File: src/hw/rtl/ldr_pkg.sv
// ----------------------------------------------------------------------------
// ldr_pkg: shared constants for the longest distinct run block
// Field widths of the stream words and defaults for the block parameters.
// ----------------------------------------------------------------------------
package ldr_pkg;

  // Input word: one sequence element
  localparam int DATA_BITS          = 32;

  // Result word: longest run, padded to a whole byte
  localparam int LONGEST_BITS       = 7;
  localparam int OUT_TDATA_BITS     = 8;
  localparam int LONGEST_MAX        = 127;

  // Parameter defaults
  localparam int WINDOW_DEFAULT     = 64;
  localparam int VALUE_BITS_DEFAULT = 32;

endpackage

File: src/hw/rtl/ldr_window.sv
// ----------------------------------------------------------------------------
// ldr_window: shift window of the current repeat-free run
// Compares a key against every held entry at once, reports the matching
// position, drops that entry and all older ones, and shifts the key in.
// ----------------------------------------------------------------------------
module ldr_window #(
  parameter int WINDOW     = ldr_pkg::WINDOW_DEFAULT,
  parameter int VALUE_BITS = ldr_pkg::VALUE_BITS_DEFAULT,
  parameter int LEN_BITS   = $clog2(WINDOW + 1)
) (
  input  logic                  clk,
  input  logic                  rst,
  input  logic                  shift_en,
  input  logic                  clear,
  input  logic [VALUE_BITS-1:0] key,
  output logic                  hit,
  output logic [LEN_BITS-1:0]   hit_len
);

  localparam int IdxBits = $clog2(WINDOW);

  logic [VALUE_BITS-1:0] window_value [WINDOW];
  logic [WINDOW-1:0]     window_valid;

  logic [WINDOW-1:0]     match;
  logic [WINDOW-1:0]     keep;
  logic [IdxBits-1:0]    hit_idx;

  // Compare against every held entry; held values are distinct, so at most
  // one position matches
  always_comb begin
    for (int i = 0; i < WINDOW; i++) begin
      match[i] = window_valid[i] && (window_value[i] == key);
    end
  end

  assign hit = |match;

  // Encode the one-hot match into a position
  always_comb begin
    hit_idx = '0;
    for (int i = 0; i < WINDOW; i++) begin
      if (match[i]) begin
        hit_idx = hit_idx | IdxBits'(i);
      end
    end
  end

  assign hit_len = LEN_BITS'(hit_idx) + LEN_BITS'(1);

  // Keep only entries newer than the match
  assign keep = hit ? (match - {{(WINDOW-1){1'b0}}, 1'b1}) : '1;

  // Valid marks: clear on reset or end of sequence, else shift
  always_ff @(posedge clk) begin
    if (rst || (shift_en && clear)) begin
      window_valid <= '0;
    end else if (shift_en) begin
      window_valid <= {window_valid[WINDOW-2:0] & keep[WINDOW-2:0], 1'b1};
    end
  end

  // Values: shift line, newest at position 0
  always_ff @(posedge clk) begin
    if (shift_en) begin
      window_value[0] <= key;
      for (int i = 1; i < WINDOW; i++) begin
        window_value[i] <= window_value[i-1];
      end
    end
  end

endmodule

File: src/hw/rtl/longest_distinct_run.sv
// Result path: the last word is held in the input register, then its result in the result register on m_axis.
// Throughput: one input word per cycle; the window compare and shift in a
//   single stage between the input register and the state registers.
// Stalls only when a final word meets a result still waiting to be taken.
// Reset (rst, synchronous): empties the window, clears run and best lengths,
//   drops any pending word and result.
// ----------------------------------------------------------------------------
// longest_distinct_run: longest run of a sequence without repeated values
// Tracks the current repeat-free run in a shift window and reports the best
// length, with a saturation flag, when the final word of a sequence arrives.
// ----------------------------------------------------------------------------
module longest_distinct_run #(
  parameter int WINDOW     = ldr_pkg::WINDOW_DEFAULT,
  parameter int VALUE_BITS = ldr_pkg::VALUE_BITS_DEFAULT
) (
  input  logic                               clk,
  input  logic                               rst,
  // s_axis_tdata: [31:0] value
  input  logic [ldr_pkg::DATA_BITS-1:0]      s_axis_tdata,
  input  logic                               s_axis_tlast,
  input  logic                               s_axis_tvalid,
  output logic                               s_axis_tready,
  // m_axis_tdata: [6:0] longest, [7] zero
  output logic [ldr_pkg::OUT_TDATA_BITS-1:0] m_axis_tdata,
  // m_axis_tuser: [0] saturated
  output logic                               m_axis_tuser,
  output logic                               m_axis_tvalid,
  input  logic                               m_axis_tready
);

  import ldr_pkg::*;

  localparam int LenBits  = $clog2(WINDOW + 1);
  localparam int WideBits = (LenBits > LONGEST_BITS) ? LenBits : LONGEST_BITS;

  // Input register
  logic                  in_valid;
  logic [VALUE_BITS-1:0] in_value;
  logic                  in_last;

  // Run state
  logic [LenBits-1:0]    run_length, run_length_next;
  logic [LenBits-1:0]    best_length, best_length_next;
  logic                  overflow_seen, overflow_seen_next;
  logic [LenBits:0]      run_inc;

  // Result register
  logic                      out_valid;
  logic [LONGEST_BITS-1:0]   out_longest;
  logic                      out_saturated;

  logic                  advance;
  logic                  hit;
  logic [LenBits-1:0]    hit_len;
  logic [WideBits-1:0]   best_wide;
  logic [LONGEST_BITS-1:0] longest_next;
  logic                  saturated_next;

  // Process the held word unless it is final and the result slot is blocked
  assign advance       = in_valid && (!in_last || !out_valid || m_axis_tready);
  assign s_axis_tready = !in_valid || advance;

  // Hold the incoming word
  always_ff @(posedge clk) begin
    if (rst) begin
      in_valid <= 1'b0;
    end else if (s_axis_tready) begin
      in_valid <= s_axis_tvalid;
    end
  end

  always_ff @(posedge clk) begin
    if (s_axis_tready && s_axis_tvalid) begin
      in_value <= VALUE_BITS'(s_axis_tdata);
      in_last  <= s_axis_tlast;
    end
  end

  ldr_window #(
    .WINDOW     (WINDOW),
    .VALUE_BITS (VALUE_BITS),
    .LEN_BITS   (LenBits)
  ) u_window (
    .clk      (clk),
    .rst      (rst),
    .shift_en (advance),
    .clear    (in_last),
    .key      (in_value),
    .hit      (hit),
    .hit_len  (hit_len)
  );

  // Advance the run length; saturate at the window size
  assign run_inc = {1'b0, run_length} + (LenBits+1)'(1);

  always_comb begin
    overflow_seen_next = overflow_seen;
    if (hit) begin
      run_length_next = hit_len;
    end else if (run_inc >= (LenBits+1)'(WINDOW)) begin
      run_length_next    = LenBits'(WINDOW);
      overflow_seen_next = 1'b1;
    end else begin
      run_length_next = run_inc[LenBits-1:0];
    end
    best_length_next = (run_length_next > best_length) ? run_length_next : best_length;
  end

  // Clamp the best length to the result field
  assign best_wide = WideBits'(best_length_next);

  always_comb begin
    if (best_wide > WideBits'(LONGEST_MAX)) begin
      longest_next   = LONGEST_BITS'(LONGEST_MAX);
      saturated_next = 1'b1;
    end else begin
      longest_next   = best_wide[LONGEST_BITS-1:0];
      saturated_next = overflow_seen_next;
    end
  end

  // Update run state; clear it after the final word
  always_ff @(posedge clk) begin
    if (rst || (advance && in_last)) begin
      run_length    <= '0;
      best_length   <= '0;
      overflow_seen <= 1'b0;
    end else if (advance) begin
      run_length    <= run_length_next;
      best_length   <= best_length_next;
      overflow_seen <= overflow_seen_next;
    end
  end

  // Result register
  always_ff @(posedge clk) begin
    if (rst) begin
      out_valid <= 1'b0;
    end else if (advance && in_last) begin
      out_valid <= 1'b1;
    end else if (m_axis_tready) begin
      out_valid <= 1'b0;
    end
  end

  always_ff @(posedge clk) begin
    if (advance && in_last) begin
      out_longest   <= longest_next;
      out_saturated <= saturated_next;
    end
  end

  assign m_axis_tvalid = out_valid;
  assign m_axis_tdata  = OUT_TDATA_BITS'(out_longest);
  assign m_axis_tuser  = out_saturated;

endmodule

File: config.mk
export PLATFORM = sky130hd
export DESIGN_NAME = longest_distinct_run
export DESIGN_NICKNAME = d
export VERILOG_FILES = /design/src/hw/rtl/ldr_pkg.sv /design/src/hw/rtl/ldr_window.sv /design/src/hw/rtl/longest_distinct_run.sv
export SDC_FILE = /design/constraint.sdc
export NUM_CORES = 2
export LEC_CHECK = 0
export BUFFER_PORTS_ARGS = -buffer_cell sky130_fd_sc_hd__buf_2
export CAP_MARGIN = 20
export CORE_UTILIZATION = 25
export DETAILED_ROUTE_END_ITERATION = 12
export PLACE_DENSITY = 0.43
export SLEW_MARGIN = 25
export SYNTH_ARGS = -nofsm -noshare
export SYNTH_HDL_FRONTEND = slang
export SYNTH_SLANG_ARGS = --single-unit
File: constraint.sdc
create_clock -name clk -period 95.3 [get_ports clk]
set_input_delay 19.06 -clock clk [delete_from_list [all_inputs] [get_ports clk]]
set_output_delay 19.06 -clock clk [all_outputs]
set_load 0.05 [all_outputs]
Word-level counts from Yosys, hierarchy flattened
Memories as Yosys holds them, arrays and structs flattened.
Index checks and enable logic that the tools add are counted.
{"block": "classes", "addsub": 3, "n_lt_le_gt_ge": 3, "n_eq_ne": 64, "mux": 88, "n_bitwise": 1, "n_reduce_logical": 78}
{"operator": "$eq A32 B32 Y1", "n": 64}
{"operator": "$mux W6", "n": 32}
{"operator": "$mux W64", "n": 2}
{"operator": "$mux W5", "n": 16}
{"operator": "$logic_and A1 B1 Y1", "n": 67}
{"operator": "$reduce_or A64 Y1", "n": 1}
{"operator": "$and A63 B63 Y63", "n": 1}
{"operator": "$mux W63", "n": 1}
{"operator": "$sub A63 B1 Y63 const B", "n": 1}
{"operator": "$mux W7", "n": 8}
{"operator": "$mux W4", "n": 8}
{"operator": "$mux W1", "n": 15}
{"operator": "$mux W3", "n": 4}
{"operator": "$add A7 B1 Y8 const B", "n": 1}
{"operator": "$ge A8 B7 Y1 const B", "n": 1}
{"operator": "$add A6 B1 Y7 const B", "n": 1}
{"operator": "$gt A7 B7 Y1", "n": 1}
{"operator": "$gt A7 B7 Y1 const B", "n": 1}
{"operator": "$logic_or A1 B1 Y1", "n": 4}
{"operator": "$mux W2", "n": 2}
{"operator": "$reduce_bool A2 Y1", "n": 2}
{"operator": "$logic_not A1 Y1", "n": 3}
{"operator": "$reduce_bool A3 Y1", "n": 1}
{"block": "totals", "reg_bits": 122, "ram_bits": 2048, "in_bits": 37, "out_inout_bits": 11, "wordCells": 248, "n_memories": 1}
{"memory": "u_window.window_value", "words": 64, "word_bits": 32, "rd": 64, "rd_ports_with_merged_regs": 0, "wr": 64, "line": "ldr_window.sv:22", "text": "logic [VALUE_BITS-1:0] window_value [WINDOW];"}

Depth between registers and ports, before layout
An unclocked memory read counts as a cell.
{"block": "depth", "word_depth": 72, "ltp_mapped": 28, "mapped_depth_nobuf": 22}

By module
Synthesis repeated with hierarchy kept, for this count alone.
{"block": "unflattened", "cells_unflattened": 5767, "hier_area_um2": 93206.9}
{"module": "ldr_window", "n_inst": 1, "cells_per_inst": 5583, "area_per_inst_um2": 90852.1, "seq_area_each_um2": 62780.2}
{"module": "longest_distinct_run", "n_inst": 1, "cells_per_inst": 184, "area_per_inst_um2": 2354.8, "seq_area_each_um2": 1571.5}

Least setup slack after synthesis
Ideal clock, no wire load.
{"block": "synth_timing", "path_kind": "input -> register", "startpoint": "input port m_axis_tready", "endpoint": "memory u_window.window_value[0][0] (netlist name), enable pin", "setup_time_ns": 3.207, "t_arrival_ns": 74.533, "required_time_ns": 92.093, "setup_slack_ns": 17.560, "cell_stages": 5, "path_buffers": 1, "cell_sequence": "nor2b_1 > nand2_1 > nand2_1 > inv_1 > clkbuf_1"}
{"element": "start, declared", "line": "longest_distinct_run.sv:28", "text": "input logic m_axis_tready"}
{"element": "end, declared", "line": "ldr_window.sv:22"}

Worst setup path in the final report
{"block": "layout_timing", "startpoint": "input port m_axis_tready", "endpoint": "output port s_axis_tready"}
{"block": "layout_between", "elab_chain_len": 3}
{"element": "$logic_or A1 B1 Y1", "line": "longest_distinct_run.sv:60", "text": "assign advance = in_valid && (!in_last || !out_valid || m_axis_tready);"}
{"element": "$logic_and A1 B1 Y1", "line": "longest_distinct_run.sv:60"}
{"element": "$logic_or A1 B1 Y1", "line": "longest_distinct_run.sv:61", "text": "assign s_axis_tready = !in_valid || advance;"}
{"element": "end, declared", "line": "longest_distinct_run.sv:22", "text": "output logic s_axis_tready,"}
Every way passes these cells.

==> flow_metrics.py <==
metrics = {
    "finish": {
        "finalInstanceArea_sq_mm": 0.106,
        "final_layout_size_suffix_gt1_frac": 0.0882,
        "fillers": 37600,
        "final_cell_mix": "edfxtp_1, xor2_1, nor4_1",
        "syn_to_final_growth_pct": 13.4,
        "nets": 6110,
        "final_common_cell": "edfxtp_1",
        "ff_latch_area_sq_mm": 0.0644,
        "multiInputGateArea_sq_mm": 0.0266,
    },
    "synth": {
        "yosysTopAreaCell": "edfxtp_1",
        "synth.avg_cell_area_sq_um": 15.8,
        "synth_top_area_share": 0.669,
        "synthCells": 5937,
        "ys_seq_area_frac": 0.687,
        "synth.net_count": 5984,
        "synthArstFlopShare": 0,
        "yosysUniqueCellTypes": 79,
        "synth_seq_cells": 2170,
        "yosys_warnings": 0,
        "ys.flop_type": "edfxtp_1",
        "netlist_area_sq_mm": 0.0937,
        "synth-edff-count": 2089,
        "post_synth_main_area_contributors": "edfxtp_1, xor2_1, xnor2_1",
    },
    "placement": {
        "place_hpwl_um": 201000,
        "place.gp.congestion": 0.840,
        "io_buffers": 46,
        "placed_area_sq_mm": 0.0986,
    },
    "detailed_routing": {
        "drtIter0Drc": 4570,
        "top_layer": "met5",
        "totalWireLength_um": 301000,
        "vias": 50100,
        "routed_via_density": 4.46,
        "drc_errors": 0,
        "wl_met1_um": 137000,
        "firstDrtPassIters": 6,
        "routedWlPerCell_um": 26.8,
        "drtAntennaViolNets": 0,
        "wl_met2_um": 143000,
        "met3_length_um": 13900,
    },
    "clock_tree": {
        "cts_setup_buffers": 0,
        "root_buffer": "clkbuf_16",
        "cts_tree": "yes",
        "ctsHoldBuffers": 0,
        "numClockSinks": 2170,
        "clk_pin_slew_ns": 0.06,
        "cts_max_level": 4,
        "worst_skew_pair.late_latency_ns": 0.94,
        "numCtsBuffers": 240,
        "ctsResizeCount": 0,
        "max-clock-path-buffers": 4,
    },
    "worst_setup_path": {
        "cp.required_ns": 76.24,
        "critPathMaxFanout": 4,
        "crit_type": "in2out",
        "setup.worst_path.end_class": "output pin",
        "worstPathArrival_ns": 19.88,
        "crit_path_start_kind": "input pin",
    },
    "sta": {
        "setup_tns_ns": 0,
        "fin_skew_ns": 0.0884,
        "hold_viol": 0,
        "grt_setup_unrepaired": "false",
        "finalCritPeriodShare": 0.409,
        "finalSetupViolations": 0,
        "clock.fmax_mhz": 25.7,
        "fin_crit_ns": 38.94,
        "slew-limit-headroom": 0.273,
        "slew_viol_final": 0,
        "tightest_slew_ns": 1.08,
    },
    "pwr": {
        "powerDensity_mw_per_mm2": 20.3,
        "ir_drop_mv": 0.0157,
        "p_leak_nw": 33.2,
        "total_power_mw": 2.15,
    },
    "floorplan": {
        "die_w_um": 614,
        "std_cell_rows": 224,
        "io_pins": 48,
        "dieHeight_um": 614,
        "start_util": 0.251,
        "dieArea_sq_mm": 0.377,
        "coreArea_sq_mm": 0.373,
    },
    "run_status": {
        "outcome": "finished clean",
    },
    "global_routing": {
        "grt_pass1_wl_um": 415000,
        "grt.overflow.total": 0,
        "track_usage": 0.154,
        "grt_max_degree": 194,
        "grt_pass1_vias": 51300,
        "antenna_found_initial": 21,
    },
    "min_path": {
        "hold_class": "reg2reg",
    },
    "run": {
        "cap_violations": 0,
    },
}
logic make-up after synthesis:
logic type      count (synthesis)  synth area share
flops                        2170             0.687
xor+xnor                     2087             0.195
simple gates                 1174            0.0732
buf+inv                       315            0.0304
compound gates                175            0.0128
fa+ha+maj                      10           0.00133
mux                             5          0.000561
other cells                     1         0.0000400
synthesized netlist by cell type (80+ instances only):
master    number
buf_4         80
buf_6         87
dfxtp_1       81
edfxtp_1    2089
nand2_1      109
nand3_1      147
nand4_1      157
nor2_1        80
nor3_1        92
nor4_1       413
xnor2_1      368
xor2_1      1719
layer usage:
| layer | track usage | vias to the layer above |
|---|---|---|
| met3 | 0.0204 | 362 |
| met1 | 0.211 | 26300 |
| met5 | 0 | - |
| met2 | 0.256 | 1360 |
| li1 | - | 22100 |
| met4 | 0.0388 | 2 |
power by group:
group | leakage [nW] | internal [mW] | switching (mW)
Clock | 3.70 | 0.518 | 0.400
Sequential | 18.7 | 1.08 | 0.0257
Combinational | 10.7 | 0.0389 | 0.0923
area by class of cell:
cell class,count,area share
clock buffers,298,0.0590
flip-flops and latches,2170,0.605
multi-input cells,3452,0.250
well taps,4972,0.0585
clock inverters,136,0.0124
diodes,2,0.0000471
repair buffers,168,0.0136
inverters,31,0.00117
critical path, stage by stage:
cell	delay, ns
buf_2	0.09
nor2b_1	0.31
nand3_1	0.17
buf_2	0.24
state kept, by name, indices dropped and copies added (netlist names), 7 cells and up:
register               flops
u_window.window_valid     64
u_window.window_value   2048
in_value                  32
run_length                 7
best_length                7
out_longest                7
metrics by stage:
stage,util,setup slack [ns],std cells,hold slack [ns]
floorplan,-,17.56,5937,0.420
finish,0.285,56.36,11200,0.425
global placement,0.265,56.35,10800,0.427
detailed placement,0.265,56.33,10800,0.439
global route,0.285,56.29,11200,0.438
CTS,0.285,56.34,11200,0.437
final timing paths:
check	endpoint	slack [ns]	depth (start not counted)	from
setup / recovery	s_axis_tready	56.36	4	m_axis_tready
hold / removal	u_window.window_value[0][69]	0.43	0	u_window.window_value[0][37]
setup reg to reg	out_longest[4]	86.81	23	in_value[7]
hold reg to reg	u_window.window_value[0][69]	0.43	0	u_window.window_value[0][37]
Note: power is estimated with default switching activity, not from simulation.
